===== src/rtl/core/assert_macros.svh =====
// Assertion macros shared by the page frame allocator RTL.
// Plain text only; included by modules that carry concurrent checks.
`ifndef ASSERT_MACROS_SVH
`define ASSERT_MACROS_SVH

// Condition holds at every clock edge outside reset.
`define ASSERT_ALWAYS(label, clk, rst_n, cond) \
    label: assert property (@(posedge clk) disable iff (!rst_n) (cond)) \
        else $error("assertion violated");

// Consequent holds in the same cycle as the antecedent.
`define ASSERT_IMPLY(label, clk, rst_n, ante, cons) \
    label: assert property (@(posedge clk) disable iff (!rst_n) (ante) |-> (cons)) \
        else $error("assertion violated");

// Consequent holds in the cycle after the antecedent.
`define ASSERT_NEXT(label, clk, rst_n, ante, cons) \
    label: assert property (@(posedge clk) disable iff (!rst_n) (ante) |=> (cons)) \
        else $error("assertion violated");

`endif


===== src/rtl/core/pfa_ram.sv =====
// Generic single-port synchronous RAM with registered read data.
// No dependencies; contents are undefined until written.
`timescale 1ns / 1ps
`default_nettype none

module pfa_ram #(
    parameter int WIDTH = 8,
    parameter int DEPTH = 16
) (
    input  wire logic                     clk,
    input  wire logic                     we,
    input  wire logic [$clog2(DEPTH)-1:0] addr,
    input  wire logic [WIDTH-1:0]         wdata,
    output logic      [WIDTH-1:0]         rdata
);

    logic [WIDTH-1:0] mem_reg [DEPTH];
    logic [WIDTH-1:0] rdata_reg;

    always_ff @(posedge clk)
    begin
        if (we)
        begin
            mem_reg[addr] <= wdata;
        end
        rdata_reg <= mem_reg[addr];
    end

    assign rdata = rdata_reg;

endmodule

`default_nettype wire


===== config.mk =====
export PLATFORM = sky130hd
export DESIGN_NAME = pfa_ram
export DESIGN_NICKNAME = d
export VERILOG_FILES = /design/src/rtl/core/assert_macros.svh /design/src/rtl/core/pfa_ram.sv
export SDC_FILE = /design/constraint.sdc
export NUM_CORES = 1
export LEC_CHECK = 0
export ABC_AREA = 1
export BUFFER_PORTS_ARGS = -buffer_cell sky130_fd_sc_hd__buf_2
export CORE_ASPECT_RATIO = 1.25
export CORE_MARGIN = 2
export CORE_UTILIZATION = 25
export CTS_BUF_LIST = sky130_fd_sc_hd__clkbuf_2
export DETAILED_ROUTE_END_ITERATION = 16
export SLEW_MARGIN = 20
export SYNTH_ARGS = -nofsm -noshare
export SYNTH_HDL_FRONTEND = slang
export SYNTH_SLANG_ARGS = --single-unit

===== constraint.sdc =====
create_clock -name clk -period 3.6 [get_ports clk]
set_clock_uncertainty 0.2 [all_clocks]
set_input_delay 1.08 -clock clk [delete_from_list [all_inputs] [get_ports clk]]
set_output_delay 1.08 -clock clk [all_outputs]
set_load 0.05 [all_outputs]

==> qor.yml, run 1 <==
root_buffer: "clkbuf_2"
crit_fanout: 1
synthDistinctLibCells: 11
grt_pass1_vias: 3562
grt_max_degree: 48
rows: 61
min_path_type: "reg2reg"
cts_buffer_depth: 2
cts_buffers: 17
io_pins: 22
vias: 3657
dp_hpwl_mm: 8.40
grt_antenna_before_repair: 1
r2r-start: "mem_reg[5][5]$_DFFE_PP_"
reg2reg_to: "rdata[5]$_DFF_P_"
clk-insertion-delay-late_ns: 0.72
seqPwrFrac_pct: 57.6
synthTopCellsByArea: "edfxtp_1 69%, nand2_1 23%, dfxtp_1 2.9%"
design_area_mm2: 0.00635
die_y_um: 171
crit_chain: "buf_2"
power_mw: 3.09
cts_hold_buf: 0
crit_family: "flip-flops"
coreArea_mm2: 0.0221
syn_inst: 548
viasPerCell: 4.16
swShare_pct: 24.0
grt_pass1_wl_mm: 19.2
synth_area_mm2: 0.00559
max_stage_delay_ns: 0.40
cts_tree: "built"
crit_buf_inv: 1
wirelength_mm: 12.7
drt-pass1-iter-count: 5
hold_depth: 8
yosysWarnings: 0
drive_above_1_share_pct: 11.4
intPower_mw: 2.35
post_drt_wl_per_cell_um: 14.4
cts_resized: 0
min_to: "rdata[1]$_DFF_P_"
yosysTopAreaCellShare_pct: 68.7
dp_slack_ns: 0.670
leakage_nw: 2.67
rsz0062_at_grt: "false"
drt_iter0_markers: 270
path_clk_slew_ns: 0.21
end_kind: "output pin"
worstPathArrival_ns: 1.38
area_growth_syn_to_layout_pct: 13.5
layout_commonest_cell: "nand2_1"
post-route-drc-count: 0
globalplace.congestion: 0.857
yosysSeqAreaShare_pct: 71.6
power_density_mw_per_mm2: 487
grtUsageTotal_pct: 11.5
final_cells: 879
syn_avg_cell_area_um2: 10.2
clock_power_share_pct: 34.4
combPwrFrac_pct: 8.1
finalWorstSetupSlack_ns: 0.943
utilization_pct: 28.7
setup_tns_ns: 0
hold_violations: 0
synth_seq_cells: 136
slowest_stage: "dfxtp_1"
ant_nets: 0
maxCapViolCount: 0
dieArea_mm2: 0.0236
synth_nets: 562
slew_viol_final: 0
nets: 596
power_switching_mw: 0.741
timing.hold.ws_ns: 0.521
slew_headroom_pct: 53.2
post-route-period-util_pct: 73.8
rrSetupSlack_ns: 2.40
cp.required_ns: 2.32
fp.dieW_um: 138
dp.cells: 846
period_minus_slack_ns: 2.66
grt-ovfl-total: 0
fmax_mhz: 376
status: "complete, no violations"
worst_pin_slew_ns: 0.699
cts_sinks: 136
initial_core_util_pct: 25.3
place.port_buffers: 21
largest_register_ffs: 128
r2r_cells: 8
place_area_mm2: 0.00605
ir_drop_mv: 0.183
cts_setup_buffers: 0
final_cell_mix: "346 x nand2_1, 128 x edfxtp_1, 21 x inv_1, 21 x buf_2"
hp-start: "mem_reg[10][1]$_DFFE_PP_"
setup_viol: 0
critPathKind: "reg2out"
htree_levels: 4
yosysTopAreaCell: "edfxtp_1"
start_kind: "flop"
==> worst max path at each step <==
stage / from / end / slack, ns / depth (start not counted)
after floorplan: addr[1] / mem_reg[3][0]$_DFFE_PP_ / 0.94 / 4
after global placement: addr[0] / mem_reg[5][2]$_DFFE_PP_ / 0.71 / 3
after CTS: rdata[7]$_DFF_P_ / rdata[7] / 0.84 / 1
final: rdata[7]$_DFF_P_ / rdata[7] / 0.94 / 1
after global routing: rdata[7]$_DFF_P_ / rdata[7] / 0.84 / 1
after detailed placement: addr[0] / mem_reg[5][2]$_DFFE_PP_ / 0.67 / 3
==> worst min-delay path: cells and delay by family (launching register included) <==
kind | cells | cell delay [ns]
flops | 1 | 0.36
buf+inv | 1 | 0.03
simple gates | 7 | 0.35
==> routing by layer <==
metal	vias to the layer above	part of all wire, %	wire length (µm)	GRT usage [%]
met5	-	0	0	0
li1	1817	-	-	-
met1	1701	41	5250	12.8
met4	0	4.0	502	7.28
met2	106	50	6310	19.7
met3	33	5.0	628	2.51
==> power by group through the flow <==
stage | Sequential [mW] | Combinational [mW] | Clock, mW
2_1_floorplan | 1.85 | 0.122 | 0
3_5_place_dp | 1.81 | 0.252 | 0
4_1_cts | 1.78 | 0.252 | 1.08
5_1_grt | 1.78 | 0.280 | 1.14
3_3_place_gp | 1.81 | 0.250 | 0
6_report | 1.78 | 0.249 | 1.06
==> cells in the mapped netlist (all sizes together) <==
| master | n |
|---|---|
| inv | 22 |
| nand2 | 346 |
| nor2 | 18 |
| nand3 | 4 |
| clkbuf | 3 |
| dfxtp | 8 |
| buf | 18 |
| edfxtp | 128 |
| clkinv | 1 |
==> cell type report <==
cell class / count / area [µm²]
fillers: 2291 / 15800
clock inverters: 14 / 205
multi-input cells: 368 / 1390
flip-flops and latches: 136 / 4000
clock buffers: 18 / 90.1
inverters: 23 / 86.3
well taps: 283 / 354
repair buffers: 36 / 218
diodes: 1 / 2.50
==> cells by family after synthesis <==
family,synth area share [%]
simple gates,24.8
flops,71.6
buf+inv,3.62
Power figures use the tool's default switching activity.
==> inputs of run 2 (changes only) <==
==> constraint.sdc (replaced) <==
create_clock -name clk -period 2.8 [get_ports clk]
set_clock_uncertainty 0.2 [all_clocks]
set_input_delay 0.84 -clock clk [delete_from_list [all_inputs] [get_ports clk]]
set_output_delay 0.84 -clock clk [all_outputs]
set_load 0.05 [all_outputs]
==> qor.yml, run 2 (synthesis gave the netlist of run 1 again) <==
io_pins: 22  # unchanged
fmax_mhz: 418
fp.dieW_um: 138  # unchanged
ant_nets: 0  # unchanged
worstPathArrival_ns: 1.35  # was 1.38 ns
htree_levels: 4  # unchanged
cts_hold_buf: 0  # unchanged
slew_headroom_pct: 69.2  # was 53.2%
initial_core_util_pct: 25.3  # unchanged
seqCellArea_mm2: 0.00400  # unchanged
grt_antenna_before_repair: 1  # unchanged
cts_tree: "built"  # unchanged
dieArea_mm2: 0.0236  # unchanged
crit_buf_inv: 1  # unchanged
end_kind: "output pin"  # unchanged
critPathKind: "reg2out"  # unchanged
die_y_um: 171  # unchanged
cts_resized: 0  # unchanged
path_clk_slew_ns: 0.21  # about the same
grt_max_degree: 32  # was 48
area_growth_syn_to_layout_pct: 15.4  # was 13.5%
slowest_stage: "dfxtp_1"  # unchanged
drt-pass1-iter-count: 5  # unchanged
viasPerCell: 4.16  # about the same
final_cell_mix: "346 x nand2_1, 128 x edfxtp_1, 29 x buf_4, 21 x inv_1, 21 x buf_2"  # was 346 x nand2_1, 128 x edfxtp_1, 21 x inv_1, 21 x buf_2
globalplace.congestion: 0.867  # was 0.857
cp.required_ns: 1.76  # was 2.32 ns
ir_drop_mv: 0.251  # was 0.183 mV
root_buffer: "clkbuf_2"  # unchanged
layout_commonest_cell: "nand2_1"  # unchanged
cts_buffer_depth: 2  # unchanged
coreArea_mm2: 0.0221  # unchanged
nets: 610  # was 596
start_kind: "flop"  # unchanged
grtUsageTotal_pct: 11.6  # was 11.5%
fill_cells: 2339  # was 2291
vias: 3714  # was 3657
clk-insertion-delay-late_ns: 0.70  # was 0.72 ns
crit_fanout: 1  # unchanged
min_path_type: "in2reg"  # was reg2reg
cts_sinks: 136  # unchanged
wirelength_mm: 13.0  # was 12.7 mm
dp.cells: 860  # was 846
grt_pass1_wl_mm: 19.6  # was 19.2 mm
drive_above_1_share_pct: 13.6  # was 11.4%
grt-ovfl-total: 0  # unchanged
dp_hpwl_mm: 8.52  # was 8.40 mm
cts_buffers: 17  # unchanged
place.port_buffers: 21  # unchanged
worst_pin_slew_ns: 0.462  # was 0.699 ns
leakage_nw: 2.75  # was 2.67 nW
grt_pass1_vias: 3687  # was 3562
cts_setup_buffers: 0  # unchanged
maxCapViolCount: 0  # unchanged
setup_tns_ns: 0  # unchanged
power_mw: 3.98  # was 3.09 mW
power_density_mw_per_mm2: 617  # was 487 mW/mm²
post-route-period-util_pct: 85.4
drt_iter0_markers: 250  # was 270
post-route-drc-count: 0  # unchanged
status: "complete, no violations"  # unchanged
slew_viol_final: 0  # unchanged
max_stage_delay_ns: 0.39  # was 0.40 ns
crit_chain: "buf_2"  # unchanged
period_minus_slack_ns: 2.39
final_cells: 893  # was 879
multi_input_area_mm2: 0.00139  # unchanged
largest_register_ffs: 128  # unchanged
rsz0062_at_grt: "false"  # unchanged
crit_family: "flip-flops"  # unchanged
post_drt_wl_per_cell_um: 14.5  # was 14.4 µm
hold_violations: 0  # unchanged
setup_viol: 0  # unchanged
rows: 61  # unchanged
run 2: changes by cell type in the layout (fill, tap and decap cells not counted):
cell | previous run | this run
clkbuf_2 | 18 | 19
clkinv_1 | 2 | 1
clkinv_4 | 1 | 2
buf_4 | 15 | 29
clkinvlp_4 | 3 | 2
run 2: report_power, final:
| part | leakage, nW | internal [mW] | switching [mW] | total [mW] |
|---|---|---|---|---|
| clock | 0.174 | 0.679 | 0.691 | 1.37 |
| sequential | 1.22 | 2.27 | 0.0129 | 2.29 |
| combinational | 1.35 | 0.0814 | 0.246 | 0.328 |
| total | 2.75 | 3.03 | 0.950 | 3.98 |
run 2: cell type report:
type / instances / area share [%]
Antenna cell: 1 / 0.0388
Clock buffer: 19 / 1.47
Clock inverter: 13 / 3.14
Inverter: 23 / 1.34
Multi-Input combinational cell: 368 / 21.5
Sequential cell: 136 / 62.0
Tap cell: 283 / 5.49
Timing Repair Buffer: 50 / 5.00
run 2: through the flow:
stage	worst slack, ns	instance area [µm²]	hold WS [ns]	utilization, %
after floorplan	0.383	5590	0.443	-
after detailed placement	0.479	6150	0.487	27.8
final	0.408	6450	0.347	29.2
after global placement	0.492	6150	0.476	27.8
after global routing	0.299	6450	0.292	29.2
after CTS	0.333	6450	0.288	29.1
run 2: path summary, 6_finish.rpt:
kind | start | endpoint | slack [ns] | cells past startpoint
worst max-delay path | rdata[7]$_DFF_P_ | rdata[7] | 0.41 | 1
worst min-delay path | wdata[6] | mem_reg[15][6]$_DFFE_PP_ | 0.35 | 1
worst max register to register | mem_reg[4][3]$_DFFE_PP_ | rdata[3]$_DFF_P_ | 1.62 | 8
worst min register to register | mem_reg[14][6]$_DFFE_PP_ | rdata[6]$_DFF_P_ | 0.51 | 8
run 2: metal layers:
layer	wire length [µm]	vias to the layer above	track usage, %
met3	545	26	2.65
met1	5310	1758	12.9
met2	6780	85	20.7
met4	356	0	5.50
li1	-	1845	-
met5	0	-	0
