--- src/rtl/core/assert_macros.svh ---
// Assertion macros shared by the page frame allocator RTL.
// Plain text only; included by modules that carry concurrent checks.
`ifndef ASSERT_MACROS_SVH
`define ASSERT_MACROS_SVH

// Condition holds at every clock edge outside reset.
`define ASSERT_ALWAYS(label, clk, rst_n, cond) \
    label: assert property (@(posedge clk) disable iff (!rst_n) (cond)) \
        else $error("assertion violated");

// Consequent holds in the same cycle as the antecedent.
`define ASSERT_IMPLY(label, clk, rst_n, ante, cons) \
    label: assert property (@(posedge clk) disable iff (!rst_n) (ante) |-> (cons)) \
        else $error("assertion violated");

// Consequent holds in the cycle after the antecedent.
`define ASSERT_NEXT(label, clk, rst_n, ante, cons) \
    label: assert property (@(posedge clk) disable iff (!rst_n) (ante) |=> (cons)) \
        else $error("assertion violated");

`endif

--- src/rtl/core/pfa_pkg.sv ---
// Package for the page frame allocator: sizes, codes, state and bus types.
// No dependencies; imported by every module of the block but pfa_ram.
`timescale 1ns / 1ps
`default_nettype none

package pfa_pkg;

    localparam int NUM_FRAMES  = 4096;
    localparam int PAGE_BYTES  = 4096;
    localparam int ADDR_W      = 64;
    localparam int PAGE_SHIFT  = $clog2(PAGE_BYTES);
    localparam int PFN_W       = ADDR_W - PAGE_SHIFT;
    localparam int IDX_W       = $clog2(NUM_FRAMES);
    localparam int LINK_W      = $clog2(NUM_FRAMES + 1);
    localparam int COUNT_W     = 16;
    localparam int CFG_ADDR_W  = 4;
    localparam int CFG_DATA_W  = 64;
    localparam int CFG_IDX_LSB = 3;

    // Link value that marks the end of the list; anything at or above it is null too.
    localparam logic [LINK_W-1:0] NULL_LINK = LINK_W'(NUM_FRAMES);

    // Configuration register index.
    localparam logic [CFG_ADDR_W-CFG_IDX_LSB-1:0] REG_VIRTUAL_OFFSET = '0;

    typedef enum logic [1:0] {
        CMD_START = 2'd0,
        CMD_ADD   = 2'd1,
        CMD_ALLOC = 2'd2,
        CMD_FREE  = 2'd3
    } cmd_t;

    typedef enum logic [1:0] {
        STAT_OK         = 2'd0,
        STAT_EMPTY      = 2'd1,
        STAT_MISALIGNED = 2'd2,
        STAT_OUTSIDE    = 2'd3
    } status_t;

    typedef enum logic [1:0] {
        S_IDLE,
        S_EXEC,
        S_ALOAD,
        S_SWEEP
    } state_t;

    // One access to the next-pointer table.
    typedef struct packed {
        logic              we;
        logic [IDX_W-1:0]  addr;
        logic [LINK_W-1:0] wdata;
    } ram_req_t;

    function automatic logic is_null(input logic [LINK_W-1:0] link);
        return link >= NULL_LINK;
    endfunction

endpackage

`default_nettype wire

--- src/rtl/core/pfa_apb.sv ---
// APB-style configuration port holding the virtual offset register.
// Depends on pfa_pkg.
`timescale 1ns / 1ps
`default_nettype none

module pfa_apb
    import pfa_pkg::*;
(
    input  wire logic                  clk,
    input  wire logic                  rst_n,
    input  wire logic                  psel,
    input  wire logic                  penable,
    input  wire logic                  pwrite,
    input  wire logic [CFG_ADDR_W-1:0] paddr,
    input  wire logic [CFG_DATA_W-1:0] pwdata,
    output logic      [CFG_DATA_W-1:0] prdata,
    output logic                       pready,
    output logic      [ADDR_W-1:0]     virtual_offset
);

    logic [CFG_ADDR_W-CFG_IDX_LSB-1:0] reg_idx;
    logic                              wr_en;
    logic [ADDR_W-1:0]                 offset_reg;
    logic [ADDR_W-1:0]                 offset_next;

    assign reg_idx = paddr[CFG_ADDR_W-1:CFG_IDX_LSB];
    assign pready  = 1'b1;
    assign wr_en   = psel && penable && pwrite && pready;

    always_comb
    begin
        offset_next = offset_reg;
        if (wr_en && (reg_idx == REG_VIRTUAL_OFFSET))
        begin
            offset_next = pwdata;
        end
    end

    always_ff @(posedge clk or negedge rst_n)
    begin
        if (!rst_n)
        begin
            offset_reg <= '0;
        end
        else
        begin
            offset_reg <= offset_next;
        end
    end

    assign prdata         = (reg_idx == REG_VIRTUAL_OFFSET) ? offset_reg : '0;
    assign virtual_offset = offset_reg;

endmodule

`default_nettype wire

--- config.mk ---
export PLATFORM = sky130hd
export DESIGN_NAME = pfa_apb
export DESIGN_NICKNAME = d
export VERILOG_FILES = /design/src/rtl/core/assert_macros.svh /design/src/rtl/core/pfa_pkg.sv /design/src/rtl/core/pfa_apb.sv
export SDC_FILE = /design/constraint.sdc
export NUM_CORES = 1
export LEC_CHECK = 0
export ABC_AREA = 0
export BUFFER_PORTS_ARGS = -buffer_cell sky130_fd_sc_hd__buf_2
export CORE_MARGIN = 4
export CORE_UTILIZATION = 35
export DETAILED_ROUTE_END_ITERATION = 12
export PLACE_DENSITY = 0.68
export SYNTH_ARGS = -nofsm -noshare
export SYNTH_HDL_FRONTEND = slang
export SYNTH_SLANG_ARGS = --single-unit
--- constraint.sdc ---
create_clock -name clk -period 1.6 [get_ports clk]
set_clock_uncertainty 0.1 [all_clocks]
set_input_delay 0.16 -clock clk [delete_from_list [all_inputs] [get_ports clk]]
set_output_delay 0.16 -clock clk [all_outputs]
set_load 0.05 [all_outputs]
==> results of run 1 <==
worst min-delay path by stage:
stage          start                  to  slack, ps  cells after the start
2_1_floorplan  rst_n   virtual_offset[0]       -240                      0
3_3_place_gp   rst_n  virtual_offset[15]        100                      2
3_5_place_dp   rst_n  virtual_offset[15]        100                      2
4_1_cts        rst_n  virtual_offset[15]        280                      3
5_1_grt        rst_n  virtual_offset[15]        290                      3
6_report       rst_n  virtual_offset[15]        270                      3
placed cells by master (no fill, tap or decap):
cell           instances
buf_2                196
dlygate4sd3_1         65
nor2b_2               64
dfrtp_1               64
mux2_4                60
clkbuf_8              10
mux2_2                 4
buf_12                 4
clkinvlp_4             3
clkinv_2               2
buf_4                  2
nand4b_4               1
conb_1                 1
clkbuf_1               1
cells by family (layout without fill, tap and decap cells):
family,Yosys count,in the layout,share of synthesized area [%]
simple gates,65,65,13.5
mux,64,64,30.1
flops,64,64,51.0
buf+inv,15,283,5.30
other cells,1,1,0.119
repair_timing:
item,in CTS,in global routing
buffers inserted,0,0
hold buffers,65,0
hold endpoints to repair,128,0
area by class of cell:
cell class / count / area, um2 / share of cell area (%)
timing repair buffer: 267 / 1730 / 33.4
sequential: 64 / 1600 / 31.0
multi-input combinational: 130 / 1530 / 29.7
clock buffer: 11 / 141 / 2.73
tap: 108 / 135 / 2.61
clock inverter: 5 / 32.5 / 0.629
where the power goes:
| group | total [mW] | switching, mW | internal [mW] |
|---|---|---|---|
| registers | 2.25 | 0.270 | 1.98 |
| clock network | 1.21 | 0.616 | 0.599 |
| logic | 3.83 | 2.61 | 1.22 |
| total | 7.29 | 3.49 | 3.80 |
worst min-delay path, stage by stage:
cell	delay, ps
dlygate4sd3_1	520
buf_2	120
buf_12	300
per-layer routing:
metal  GRT usage, %  vias up
met4           7.07        0
li1               -     1218
met5              0        -
met2           28.2      118
met1           19.1     1199
met3           3.52       15
==> impl_metrics.yaml, run 1 <==
run_status:
  status: "finished clean"
sta:
  finalSetupViolations: 0
  tns_ps: 0
  grt_setup_unrepaired: "false"
  fin_hold_ws_ps: 272
  final_max_slew_viol_count: 0
  min_period_ps: 1410
  hold_viol: 0
  layout_setup_ws_ps: 195
  clock.fmax_mhz: 712
  finalCritPeriodShare_pct: 87.8
finish:
  finalNetCount: 545
  antenna_cells: 0
  largest_register_ffs: 64
  fill_cells: 693
  stdcell_count: 585
  fin_util_pct: 59.3
  fin_area_um2: 5170
  area_delta_synth_final_pct: 64.6
  drive_gt1_share_pct: 72.5
clocking:
  clock_sinks: 64
  cts_buffer_depth: 2
  htreeDepth: 3
  cts-root-buf: "clkbuf_8"
  numCtsBuffers: 9
  insertion_delay_ps: 320
  cts_resized: 0
  clk_pin_slew_ps: 80
  cts_tree: "yes"
worst_setup_path:
  critPathCaptureType: "output pin"
  crit_slowest_cell: "dfrtp_1"
  crit_buf_inv: 1
  max_stage_delay_ps: 380
  path_depth: 2
  startpoint: "virtual_offset[39]"
  cp.arrival_ps: 1150
  critPathLaunchType: "flip-flop"
  r2r-end: "virtual_offset[11]"
  cp.required_ps: 1340
  timing.critical_path.fanout_max: 3
  crit_end: "prdata[39]"
  r2r_start: "virtual_offset[11]"
  rrSetupSlack_ps: 710
  ff2ff_path_depth: 1
  worstPathCellList: "nor2b_2, buf_2"
  cp_top_family: "flip-flops"
  critical_path_class: "flip-flop to output pin"
yosys:
  yosysTopAreaCell: "dfrtp_1"
  synth-edff-count: 0
  seq_area_frac_synth_pct: 51.0
  syn_nets: 282
  synth_area_um2: 3140
  synth-async-reset-ratio_pct: 100
  yosysWarnings: 0
  syn_inst: 209
  synth_commonest_cells: "dfrtp_1 (64), nor2b_1 (64), mux2_4 (60)"
  postSynthAreaPerCell_um2: 15.0
  ys_types: 11
  synth_flop_cell: "dfrtp_1"
  yosys-top-cells-area: "dfrtp_1 (51%), mux2_4 (29%), nor2b_1 (13%)"
  synth_top_area_share_pct: 51.0
  ys_ff_latch: 64
global_routing:
  grt_pass1_wl_mm: 13.5
  grt_overflow: 0
  antenna_found_initial: 0
  grt_max_degree: 65
  grt_pass1_vias: 2816
  grt_usage_pct: 16.2
floorplan:
  die_area_um2: 10600
  row_count: 34
  ios: 202
  die_width_um: 103
  start_util_pct: 36.0
  die_h_um: 103
  design.core.area_um2: 8720
detailed_routing:
  dr_wl_met3_um: 583
  via_per_inst: 4.36
  via_count: 2550
  dr.pass1.iters: 4
  met1Wirelength_mm: 3.42
  highest_layer: "met4"
  wl_per_cell_um: 14.7
  remaining_drc_errors: 0
  dr_wl_met2_mm: 4.42
  ant_nets: 0
  totalWireLength_mm: 8.60
  drt_iter0_drc: 59
placement:
  gp_congestion: 0.657
  place_inst: 504
  numPortBuffers: 197
  hpwl_mm: 5.57
  place_ws_ps: 282
  place_area_um2: 4350
job:
  maxCapViolations: 0
power:
  vdd.ir_drop.worst_v: 0.000747
  p_leak_nw: 2.82
  total_power_mw: 7.29
  power_density_nw_per_um2: 1410
worst_hold_path:
  hp-class: "primary input to async pin"
Power figures use the tool's default switching activity.
==> run 2, diff against run 1 <==
--- a/config.mk
+++ b/config.mk
@@ -11,6 +11,7 @@
 export CORE_UTILIZATION = 35
 export DETAILED_ROUTE_END_ITERATION = 12
 export PLACE_DENSITY = 0.68
+export REMOVE_ABC_BUFFERS = 1
 export SYNTH_ARGS = -nofsm -noshare
 export SYNTH_HDL_FRONTEND = slang
 export SYNTH_SLANG_ARGS = --single-unit
==> run 2 against run 1 <==
Sequential share of layout area increased by 1.3 points. Combinational power decreased by 2%. Largest cell class unchanged. Register-to-register slack about the same. Global-route usage decreased by 0.46 points.
==> impl_metrics.yaml, run 2 (same netlist as run 1, synthesis figures left out) <==
detailed_routing:
  totalWireLength_mm: 8.68
  wl_per_cell_um: 14.9
  dr_wl_met3_um: 731
  dr.pass1.iters: 3
  via_count: 2567
  dr_wl_met2_mm: 4.37
  met1Wirelength_mm: 3.45
  drt_iter0_drc: 31
  remaining_drc_errors: 0
  via_per_inst: 4.40
  ant_nets: 0
  highest_layer: "met4"
sta:
  grt_setup_unrepaired: "false"
  hold_viol: 0
  finalSetupViolations: 0
  clock.fmax_mhz: 683
  slew_headroom_pct: 56.1
  final_max_slew_viol_count: 0
  min_period_ps: 1460
  max_slew.worst_pin.slew_ps: 658
  finalCritPeriodShare_pct: 91.5
global_routing:
  grt_max_degree: 65
  grt_usage_pct: 15.7
  grt_pass1_vias: 2707
  antenna_found_initial: 0
  grt_pass1_wl_mm: 12.9
  grt_overflow: 0
floorplan:
  design.core.area_um2: 8720
  die_width_um: 103
  row_count: 34
  ios: 202
  start_util_pct: 36.0
  die_h_um: 103
  die_area_um2: 10600
clocking:
  numCtsBuffers: 9
  ctsHoldBuffers: 65
  cts_setup_buffers: 0
  htreeDepth: 3
  insertion_delay_ps: 330
  clk_pin_slew_ps: 70
  cts_resized: 0
  cts-root-buf: "clkbuf_8"
  clock_sinks: 64
  cts_buffer_depth: 2
  cts_tree: "yes"
worst_setup_path:
  crit_path_frequent_cell: "buf_2"
  cp.arrival_ps: 1200
  rrSetupSlack_ps: 710
  startpoint: "paddr[3]"
  critPathLaunchType: "primary input"
  ff2ff_path_depth: 1
  r2r-end: "virtual_offset[45]"
  crit_end: "prdata[53]"
  cp_top_family: "buffers and inverters"
  critical_path_class: "primary input to output pin"
  cp.required_ps: 1340
  worstPathCellList: "buf_2, buf_4, nor2b_1, buf_2"
  crit_slowest_cell: "buf_4"
  crit_buf_inv: 3
  timing.critical_path.fanout_max: 64
  path_depth: 4
  max_stage_delay_ps: 530
  r2r_start: "virtual_offset[45]"
  critPathCaptureType: "output pin"
finish:
  largest_register_ffs: 64
  final_cell_mix: "buf_2 (197), dlygate4sd3_1 (65), nor2b_1 (64), dfrtp_1 (64), mux2_4 (60)"
  fin_area_um2: 4970
  seq_area_um2: 1600
  antenna_cells: 0
  fill_cells: 701
  drive_gt1_share_pct: 58.7
  final_common_cell: "buf_2"
  multi_input_area_um2: 1370
  area_delta_synth_final_pct: 58.1
  fin_util_pct: 57.0
  finalNetCount: 544
placement:
  numPortBuffers: 197
  place_area_um2: 4160
  hpwl_mm: 5.44
  gp_congestion: 0.661
power:
  vdd.ir_drop.worst_v: 0.000694
  p_leak_nw: 2.75
  total_power_mw: 7.11
  power_density_nw_per_um2: 1430
run_status:
  status: "finished clean"
job:
  maxCapViolations: 0
worst_hold_path:
  hp-class: "primary input to async pin"
[run 2: power breakdown]
| part | switching, mW | internal, mW | leakage [nW] |
|---|---|---|---|
| clock | 0.574 | 0.546 | 0.0789 |
| sequential | 0.268 | 1.98 | 0.768 |
| combinational | 2.59 | 1.15 | 1.90 |
| total | 3.43 | 3.67 | 2.75 |
[run 2: metrics by stage]
stage | instances | worst slack [ps] | setup TNS [ps] | hold WS [ps]
after floorplan | 194 | -437 | -32010 | -236
after global placement | 503 | 222 | 0 | 97.4
after detailed placement | 503 | 132 | 0 | 105
after CTS | 583 | 132 | 0 | 297
after global routing | 583 | 53.1 | 0 | 336
final | 583 | 135 | 0 | 306
[run 2: worst min path at each step]
stage / start / to / slack (ps) / depth (start not counted)
2_1_floorplan: rst_n / virtual_offset[0] / -240 / 0
3_3_place_gp: rst_n / virtual_offset[44] / 100 / 2
3_5_place_dp: rst_n / virtual_offset[44] / 110 / 2
4_1_cts: rst_n / virtual_offset[61] / 300 / 3
5_1_grt: rst_n / virtual_offset[35] / 340 / 3
6_report: rst_n / virtual_offset[30] / 310 / 3
[run 2: cell type report]
cell class	instances	share of cell area [%]
repair buffers	266	34.3
multi-input cells	130	27.7
clock buffers	11	2.64
well taps	108	2.72
flip-flops and latches	64	32.2
clock inverters	4	0.453
[run 2: tightest hold or removal path, delay by kind of cell]
| family | cells | cell delay, ps |
|---|---|---|
| buffers and inverters | 3 | 970 |
[run 2: layer usage]
| metal | global-route usage, % | up-vias |
|---|---|---|
| met2 | 28.6 | 127 |
| li1 | - | 1204 |
| met1 | 17.6 | 1223 |
| met4 | 4.68 | 0 |
| met5 | 0 | - |
| met3 | 4.80 | 13 |
