[src/rtl/core/assert_macros.svh]
// Assertion macros shared by the page frame allocator RTL.
// Plain text only; included by modules that carry concurrent checks.
`ifndef ASSERT_MACROS_SVH
`define ASSERT_MACROS_SVH

// Condition holds at every clock edge outside reset.
`define ASSERT_ALWAYS(label, clk, rst_n, cond) \
    label: assert property (@(posedge clk) disable iff (!rst_n) (cond)) \
        else $error("assertion violated");

// Consequent holds in the same cycle as the antecedent.
`define ASSERT_IMPLY(label, clk, rst_n, ante, cons) \
    label: assert property (@(posedge clk) disable iff (!rst_n) (ante) |-> (cons)) \
        else $error("assertion violated");

// Consequent holds in the cycle after the antecedent.
`define ASSERT_NEXT(label, clk, rst_n, ante, cons) \
    label: assert property (@(posedge clk) disable iff (!rst_n) (ante) |=> (cons)) \
        else $error("assertion violated");

`endif

[src/rtl/core/pfa_pkg.sv]
// Package for the page frame allocator: sizes, codes, state and bus types.
// No dependencies; imported by every module of the block but pfa_ram.
`timescale 1ns / 1ps
`default_nettype none

package pfa_pkg;

    localparam int NUM_FRAMES  = 4096;
    localparam int PAGE_BYTES  = 4096;
    localparam int ADDR_W      = 64;
    localparam int PAGE_SHIFT  = $clog2(PAGE_BYTES);
    localparam int PFN_W       = ADDR_W - PAGE_SHIFT;
    localparam int IDX_W       = $clog2(NUM_FRAMES);
    localparam int LINK_W      = $clog2(NUM_FRAMES + 1);
    localparam int COUNT_W     = 16;
    localparam int CFG_ADDR_W  = 4;
    localparam int CFG_DATA_W  = 64;
    localparam int CFG_IDX_LSB = 3;

    // Link value that marks the end of the list; anything at or above it is null too.
    localparam logic [LINK_W-1:0] NULL_LINK = LINK_W'(NUM_FRAMES);

    // Configuration register index.
    localparam logic [CFG_ADDR_W-CFG_IDX_LSB-1:0] REG_VIRTUAL_OFFSET = '0;

    typedef enum logic [1:0] {
        CMD_START = 2'd0,
        CMD_ADD   = 2'd1,
        CMD_ALLOC = 2'd2,
        CMD_FREE  = 2'd3
    } cmd_t;

    typedef enum logic [1:0] {
        STAT_OK         = 2'd0,
        STAT_EMPTY      = 2'd1,
        STAT_MISALIGNED = 2'd2,
        STAT_OUTSIDE    = 2'd3
    } status_t;

    typedef enum logic [1:0] {
        S_IDLE,
        S_EXEC,
        S_ALOAD,
        S_SWEEP
    } state_t;

    // One access to the next-pointer table.
    typedef struct packed {
        logic              we;
        logic [IDX_W-1:0]  addr;
        logic [LINK_W-1:0] wdata;
    } ram_req_t;

    function automatic logic is_null(input logic [LINK_W-1:0] link);
        return link >= NULL_LINK;
    endfunction

endpackage

`default_nettype wire

[src/rtl/core/pfa_ctrl.sv]
// Command sequencer of the page frame allocator: list head, tail, count and
// read-modify-write of the next-pointer table. Depends on pfa_pkg and assert_macros.svh.
`timescale 1ns / 1ps
`default_nettype none
`include "assert_macros.svh"

module pfa_ctrl
    import pfa_pkg::*;
(
    input  wire logic               clk,
    input  wire logic               rst_n,
    input  wire logic               start,
    output logic                    busy,
    input  wire logic [1:0]         command,
    input  wire logic [ADDR_W-1:0]  region_base,
    input  wire logic [ADDR_W-1:0]  region_length,
    input  wire logic               region_usable,
    input  wire logic [ADDR_W-1:0]  frame_address,
    input  wire logic [ADDR_W-1:0]  virtual_offset,
    output logic                    done,
    output logic      [1:0]         status,
    output logic      [ADDR_W-1:0]  alloc_address,
    output logic      [COUNT_W-1:0] frames_in_use,
    output ram_req_t                ram_req,
    input  wire logic [LINK_W-1:0]  ram_rdata
);

    state_t               state_reg, state_next;
    logic [LINK_W-1:0]    head_reg, head_next;
    logic [LINK_W-1:0]    tail_reg, tail_next;
    logic [COUNT_W-1:0]   count_reg, count_next;
    logic [IDX_W-1:0]     cur_reg, cur_next;
    logic [IDX_W-1:0]     last_reg, last_next;
    status_t              add_stat_reg, add_stat_next;
    logic                 done_reg;
    status_t              status_reg;
    logic [ADDR_W-1:0]    alloc_address_reg;

    cmd_t                 cmd_reg;
    logic [ADDR_W-1:0]    base_reg;
    logic [ADDR_W-1:0]    length_reg;
    logic                 usable_reg;
    logic [ADDR_W-1:0]    faddr_reg;

    logic                 accept;
    logic                 fin;
    status_t              res_status;
    logic [ADDR_W-1:0]    res_addr;

    logic                 list_empty;
    logic [PFN_W-1:0]     pfn_first;
    logic [PFN_W-1:0]     pfn_count;
    logic                 first_outside;
    logic [LINK_W-1:0]    room;
    logic                 clipped;
    logic [IDX_W-1:0]     first_idx;
    logic [IDX_W-1:0]     last_idx;
    logic [ADDR_W-1:0]    phys;
    logic [PFN_W-1:0]     free_pfn;
    logic [LINK_W-1:0]    loaded_link;

    assign accept     = start && !busy;
    assign list_empty = is_null(head_reg) || is_null(tail_reg);

    // Region decode for add region.
    assign pfn_first     = base_reg[ADDR_W-1:PAGE_SHIFT];
    assign pfn_count     = length_reg[ADDR_W-1:PAGE_SHIFT];
    assign first_outside = pfn_first >= PFN_W'(NUM_FRAMES);
    assign room          = NULL_LINK - pfn_first[LINK_W-1:0];
    assign clipped       = pfn_count > PFN_W'(room);
    assign first_idx     = pfn_first[IDX_W-1:0];
    assign last_idx      = clipped ? IDX_W'(NUM_FRAMES - 1)
                                   : first_idx + pfn_count[IDX_W-1:0] - IDX_W'(1);

    // Frame decode for free.
    assign phys     = faddr_reg - virtual_offset;
    assign free_pfn = phys[ADDR_W-1:PAGE_SHIFT];

    assign loaded_link = is_null(ram_rdata) ? NULL_LINK : ram_rdata;

    // Next state.
    always_comb
    begin
        state_next = state_reg;
        case (state_reg)
            S_IDLE:
            begin
                if (start)
                begin
                    state_next = S_EXEC;
                end
            end
            S_EXEC:
            begin
                if (fin)
                begin
                    state_next = start ? S_EXEC : S_IDLE;
                end
                else if (cmd_reg == CMD_ALLOC)
                begin
                    state_next = S_ALOAD;
                end
                else
                begin
                    state_next = S_SWEEP;
                end
            end
            S_ALOAD, S_SWEEP:
            begin
                if (fin)
                begin
                    state_next = start ? S_EXEC : S_IDLE;
                end
            end
            default:
            begin
                state_next = S_IDLE;
            end
        endcase
    end

    // Outputs, table accesses and list updates.
    always_comb
    begin
        fin           = 1'b0;
        res_status    = STAT_OK;
        res_addr      = '0;
        ram_req.we    = 1'b0;
        ram_req.addr  = head_reg[IDX_W-1:0];
        ram_req.wdata = NULL_LINK;
        head_next     = head_reg;
        tail_next     = tail_reg;
        count_next    = count_reg;
        cur_next      = cur_reg;
        last_next     = last_reg;
        add_stat_next = add_stat_reg;
        case (state_reg)
            S_EXEC:
            begin
                case (cmd_reg)
                    CMD_START:
                    begin
                        fin        = 1'b1;
                        head_next  = NULL_LINK;
                        tail_next  = NULL_LINK;
                        count_next = '0;
                    end
                    CMD_ADD:
                    begin
                        if (!usable_reg || (pfn_count == '0 && base_reg[PAGE_SHIFT-1:0] == '0))
                        begin
                            fin = 1'b1;
                        end
                        else if (base_reg[PAGE_SHIFT-1:0] != '0)
                        begin
                            fin        = 1'b1;
                            res_status = STAT_MISALIGNED;
                        end
                        else if (first_outside)
                        begin
                            fin        = 1'b1;
                            res_status = STAT_OUTSIDE;
                        end
                        else
                        begin
                            // Link the old tail (or head, if empty) to the first new frame, then sweep.
                            if (list_empty)
                            begin
                                head_next = LINK_W'(first_idx);
                            end
                            else
                            begin
                                ram_req.we    = 1'b1;
                                ram_req.addr  = tail_reg[IDX_W-1:0];
                                ram_req.wdata = LINK_W'(first_idx);
                            end
                            cur_next      = first_idx;
                            last_next     = last_idx;
                            add_stat_next = clipped ? STAT_OUTSIDE : STAT_OK;
                        end
                    end
                    CMD_ALLOC:
                    begin
                        if (is_null(head_reg))
                        begin
                            fin        = 1'b1;
                            res_status = STAT_EMPTY;
                        end
                    end
                    CMD_FREE:
                    begin
                        fin = 1'b1;
                        if (phys[PAGE_SHIFT-1:0] != '0)
                        begin
                            res_status = STAT_MISALIGNED;
                        end
                        else if (free_pfn >= PFN_W'(NUM_FRAMES))
                        begin
                            res_status = STAT_OUTSIDE;
                        end
                        else
                        begin
                            ram_req.we    = 1'b1;
                            ram_req.addr  = free_pfn[IDX_W-1:0];
                            ram_req.wdata = head_reg;
                            if (is_null(head_reg))
                            begin
                                tail_next = LINK_W'(free_pfn[IDX_W-1:0]);
                            end
                            head_next  = LINK_W'(free_pfn[IDX_W-1:0]);
                            count_next = count_reg - COUNT_W'(1);
                        end
                    end
                    default:
                    begin
                        fin = 1'b1;
                    end
                endcase
            end
            S_ALOAD:
            begin
                fin        = 1'b1;
                head_next  = loaded_link;
                if (is_null(loaded_link))
                begin
                    tail_next = NULL_LINK;
                end
                count_next = count_reg + COUNT_W'(1);
                res_addr   = (ADDR_W'(head_reg[IDX_W-1:0]) << PAGE_SHIFT) + virtual_offset;
            end
            S_SWEEP:
            begin
                ram_req.we   = 1'b1;
                ram_req.addr = cur_reg;
                if (cur_reg == last_reg)
                begin
                    fin           = 1'b1;
                    res_status    = add_stat_reg;
                    ram_req.wdata = NULL_LINK;
                    tail_next     = LINK_W'(last_reg);
                end
                else
                begin
                    ram_req.wdata = LINK_W'(cur_reg) + LINK_W'(1);
                    cur_next      = cur_reg + IDX_W'(1);
                end
            end
            default:
            begin
                fin = 1'b0;
            end
        endcase
        busy = !((state_reg == S_IDLE) || fin);
    end

    always_ff @(posedge clk or negedge rst_n)
    begin
        if (!rst_n)
        begin
            state_reg    <= S_IDLE;
            head_reg     <= NULL_LINK;
            tail_reg     <= NULL_LINK;
            count_reg    <= '0;
            done_reg     <= 1'b0;
            cur_reg      <= '0;
            last_reg     <= '0;
            add_stat_reg <= STAT_OK;
        end
        else
        begin
            state_reg    <= state_next;
            head_reg     <= head_next;
            tail_reg     <= tail_next;
            count_reg    <= count_next;
            done_reg     <= fin;
            cur_reg      <= cur_next;
            last_reg     <= last_next;
            add_stat_reg <= add_stat_next;
        end
    end

    // Command beat and result payload.
    always_ff @(posedge clk)
    begin
        if (accept)
        begin
            cmd_reg    <= cmd_t'(command);
            base_reg   <= region_base;
            length_reg <= region_length;
            usable_reg <= region_usable;
            faddr_reg  <= frame_address;
        end
        if (fin)
        begin
            status_reg        <= res_status;
            alloc_address_reg <= res_addr;
        end
    end

    assign done          = done_reg;
    assign status        = status_reg;
    assign alloc_address = alloc_address_reg;
    assign frames_in_use = count_reg;

    // While a region is being linked onto an empty list the tail trails the head.
    `ASSERT_IMPLY(a_head_tail_null, clk, rst_n, state_reg != S_SWEEP, is_null(head_reg) == is_null(tail_reg))
    `ASSERT_NEXT(a_aload_done, clk, rst_n, state_reg == S_ALOAD, done_reg)
    `ASSERT_IMPLY(a_idle_no_write, clk, rst_n, state_reg == S_IDLE, !ram_req.we)
    `ASSERT_IMPLY(a_count_on_done, clk, rst_n, count_reg != $past(count_reg), done_reg)

endmodule

`default_nettype wire

[config.mk]
export PLATFORM = sky130hd
export DESIGN_NAME = pfa_ctrl
export DESIGN_NICKNAME = d
export VERILOG_FILES = /design/src/rtl/core/pfa_pkg.sv /design/src/rtl/core/pfa_ctrl.sv
export VERILOG_INCLUDE_DIRS = /design/src /design/src/rtl/core
export SDC_FILE = /design/constraint.sdc
export NUM_CORES = 1
export LEC_CHECK = 0
export BUFFER_PORTS_ARGS = -buffer_cell sky130_fd_sc_hd__clkbuf_2
export CORE_MARGIN = 3
export CORE_UTILIZATION = 52
export CTS_BUF_LIST = sky130_fd_sc_hd__clkbuf_4 sky130_fd_sc_hd__clkbuf_8
export DETAILED_ROUTE_END_ITERATION = 10
export PLACE_DENSITY = 0.79
export SLEW_MARGIN = 10
export SYNTH_ARGS = -nofsm -noshare
export SYNTH_HDL_FRONTEND = slang
export SYNTH_SLANG_ARGS = --single-unit
export TNS_END_PERCENT = 20
[constraint.sdc]
create_clock -name clk -period 18.4 [get_ports clk]
set_input_delay 1.84 -clock clk [delete_from_list [all_inputs] [get_ports clk]]
set_output_delay 1.84 -clock clk [all_outputs]
set_load 0.05 [all_outputs]
==> out/results.ini <==
[clock_network]
cts_tree = done
path_clk_slew_ps = 60
cts_buffers = 53
clock_latency_ps = 650
cts.htree.levels = 2
cts_sinks = 319
ctsResizeCount = 0
cts_setup_buffers = 0
cts_buffer_depth = 3
cts_root_buf = clkbuf_8
hold_buffers = 0

[flow_run]
cap_violations = 0

[setup_path]
crit_chain = clkbuf_2, inv_1, ha_1, a21oi_1, o21ai_1, a21oi_1, o21ai_0, a31oi_1, a21boi_0, o2111ai_1, a41oi_1, nand4_1, and4bb_2, o22ai_1, o21ai_0, a32oi_1, clkbuf_2
crit_path_max_fanout = 12
crit_buf_inv = 3
worstPathArrival_ps = 7150
cp.required_ps = 16560
critPathSlowestCell = o22ai_1
slowest_delay_ps = 870
path_class = input port to output pin
startpoint_type = input port
end_kind = output pin
critPathTopFamily = compound AO/OA/AOI/OAI gates

[global_routing]
antenna_found_initial = 3
grt_pass1_vias = 18377
grt.overflow.total = 0
grt_max_degree = 75
track_usage_pct = 31.8
grt_pass1_wl_um = 104000

[yosys]
async_flop_share_pct = 21.9
synth_cells = 2215
synth_nets = 2614
synth-edff-count = 249
synth_cell_type_count = 90
yosysWarnings = 0
synth_ff_type = edfxtp_1
ys_seq_area_share_pct = 44.1
synth_area_mm2 = 0.0209
synth.avg_cell_area_um2 = 9.45
synth-seq-cells = 319

[floorplanning]
coreArea_mm2 = 0.0392
die_w_um = 207
ios = 385
dieArea_mm2 = 0.0427
rows = 72
die_y_um = 207
start_util_pct = 53.4

[power]
power_density_mw_per_mm2 = 158
power_frac_comb_pct = 50.9
ir_worst_vdd_uv = 154
power_leakage_uw = 0.0101
p_sw_uw = 1830
power_uw = 3830
swShare_pct = 47.7
seqPwrFrac_pct = 32.0
p_int_uw = 2000
power_frac_clock_pct = 17.1

[sta]
fmax_mhz = 111
fin_setup_tns_ps = 0
rsz0062_at_grt = no
fin_crit_sh_pct = 48.8
slew-limit-headroom_pct = 10.4
worstMarginPinSlew_ps = 1330
finClkSkew_ps = 30.3
hold_ws_ps = 497
fin_crit_ps = 8990
final_max_slew_viol_count = 0
hold_viol_final = 0
setup_viol = 0

[cells_and_area]
drive_above_1_share_pct = 21.0
fin_nets = 2942
syn_to_final_growth_pct = 15.5
final_util_pct = 61.7
design_area_mm2 = 0.0242

[detailed_routing]
vias = 19205
drtIter0Drc = 1973
vias_per_cell = 6.18
drcViolationCount = 0
first_pass_iters = 6
wl_per_cell_um = 22.3
routed_wl_um = 69400
postRouteAntennaNets = 0

[placement]
port_buffers = 372
gp_routability_congestion = 0.997
dp_hpwl_um = 53600
postPlaceCellArea_mm2 = 0.0231

[min_path]
hold_class = register to register

[status]
outcome = complete, no violations

kinds of logic after synthesis:
family / count (synthesis) / share of synthesized area [%]
AO/OA/AOI/OAI: 614 / 19.1
XOR/XNOR: 119 / 4.98
adder cells (fa/ha/maj): 124 / 7.52
buffers and inverters: 279 / 5.38
flip-flops: 319 / 44.1
multiplexers: 34 / 1.95
AND/OR/NAND/NOR: 726 / 16.9
cell usage after synthesis, types with 10 or more instances:
cell type / number / area (µm²)
a22o_1: 14 / 123
nor4_1: 53 / 332
or2_2: 10 / 62.6
o21a_1: 17 / 128
buf_2: 26 / 130
o22ai_1: 22 / 138
edfxtp_1: 249 / 7480
o21ai_1: 20 / 100
xor2_1: 28 / 245
and3_1: 19 / 119
a22oi_1: 31 / 233
nor3_1: 43 / 215
xnor2_1: 91 / 797
a21o_1: 23 / 173
mux2_2: 15 / 169
a211o_1: 14 / 123
ha_1: 121 / 1510
nor2_1: 183 / 687
nand2_1: 202 / 758
dfrtp_1: 68 / 1700
a211oi_1: 11 / 82.6
nor2b_1: 16 / 100
and2_1: 11 / 68.8
a21oi_1: 176 / 881
nand3_1: 51 / 255
buf_4: 10 / 75.1
o31ai_1: 23 / 173
o211ai_1: 16 / 120
mux2_4: 10 / 150
o21bai_1: 13 / 97.6
o21ai_0: 122 / 611
a31oi_1: 12 / 75.1
o22a_1: 14 / 123
nand4_1: 64 / 400
or3_1: 16 / 100
nand2b_1: 22 / 138
inv_1: 164 / 616
clkbuf_1: 66 / 248
cell type report:
cell class,instances,area (µm²)
diodes,3,7.51
clock inverters,25,204
flip-flops and latches,319,9230
repair buffers,387,1970
clock buffers,72,891
inverters,165,619
well taps,518,648
fillers,3277,15000
multi-input cells,1617,10600
worst reg2reg max path, cell delays in order (launching register included):
cell      delay [ps]
edfxtp_1         370
ha_1             500
nand2_1          210
o21ai_0          550
nand2_1          110
a31oi_1          540
or4_1            220
o221ai_1         140
or4_1            580
nor4_2           320
and4_1           360
nor4b_4          240
buf_4            410
nand2b_1         370
nand2_1          300
o311ai_0         430
per-stage QoR:
stage | instances | setup slack, ps
after global routing | 3104 | 9170
after floorplan | 2215 | 7650
after CTS | 3103 | 9600
final | 3106 | 9410
after detailed placement | 3006 | 9630
after global placement | 3006 | 9630
worst paths after layout:
| kind | start | end | slack, ps | cells after the start |
|---|---|---|---|---|
| setup / recovery | virtual_offset[24] | ram_req[20] | 9410 | 17 |
| hold / removal | add_stat_reg[0]$_DFFE_PN0P_ | add_stat_reg[0]$_DFFE_PN0P_ | 500 | 1 |
| setup reg to reg | faddr_reg[23]$_DFFE_PP_ | frames_in_use[13]$_DFFE_PN0P_ | 12640 | 15 |
| hold reg to reg | add_stat_reg[0]$_DFFE_PN0P_ | add_stat_reg[0]$_DFFE_PN0P_ | 500 | 1 |
| max in group asynchronous | rst_n | tail_reg[3]$_DFFE_PN0P_ | 16320 | 2 |
| min in group asynchronous | rst_n | frames_in_use[5]$_DFFE_PN0P_ | 1430 | 2 |
routing by layer:
layer / vias up / share of wire [%] / global-route usage (%) / wire [µm]
met2: 1112 / 45 / 49.6 / 31000
li1: 8846 / - / - / -
met4: 2 / 4.0 / 13.0 / 2800
met3: 159 / 10 / 6.49 / 7070
met1: 9086 / 41 / 43.7 / 28600
met5: - / 0.019 / 0 / 13
placed cells by master, fill, tap and decap left out, drive strengths merged, types with 19 or more instances in the layout:
cell type and instances:
clkinv 20, nor4 54, ha 121, nand2b 22, dfrtp 68, clkbuf 444
xor2 28, nand4 64, nor3 47, o31ai 24, nor2 184, a22oi 31
a21oi 182, a21o 23, nand2 203, o22ai 22, xnor2 91, inv 165
o21ai 142, mux2 25, edfxtp 249, nand3 51, and3 19
power groups by stage:
stage | clock network, µW | registers, µW | logic (µW)
6_report | 656 | 1220 | 1950
5_1_grt | 701 | 1240 | 2090
4_1_cts | 666 | 1220 | 1920
3_5_place_dp | 0 | 1230 | 1910
3_3_place_gp | 0 | 1230 | 1880
2_1_floorplan | 0 | 1450 | 1200
Note: power is estimated with default switching activity, not from simulation.
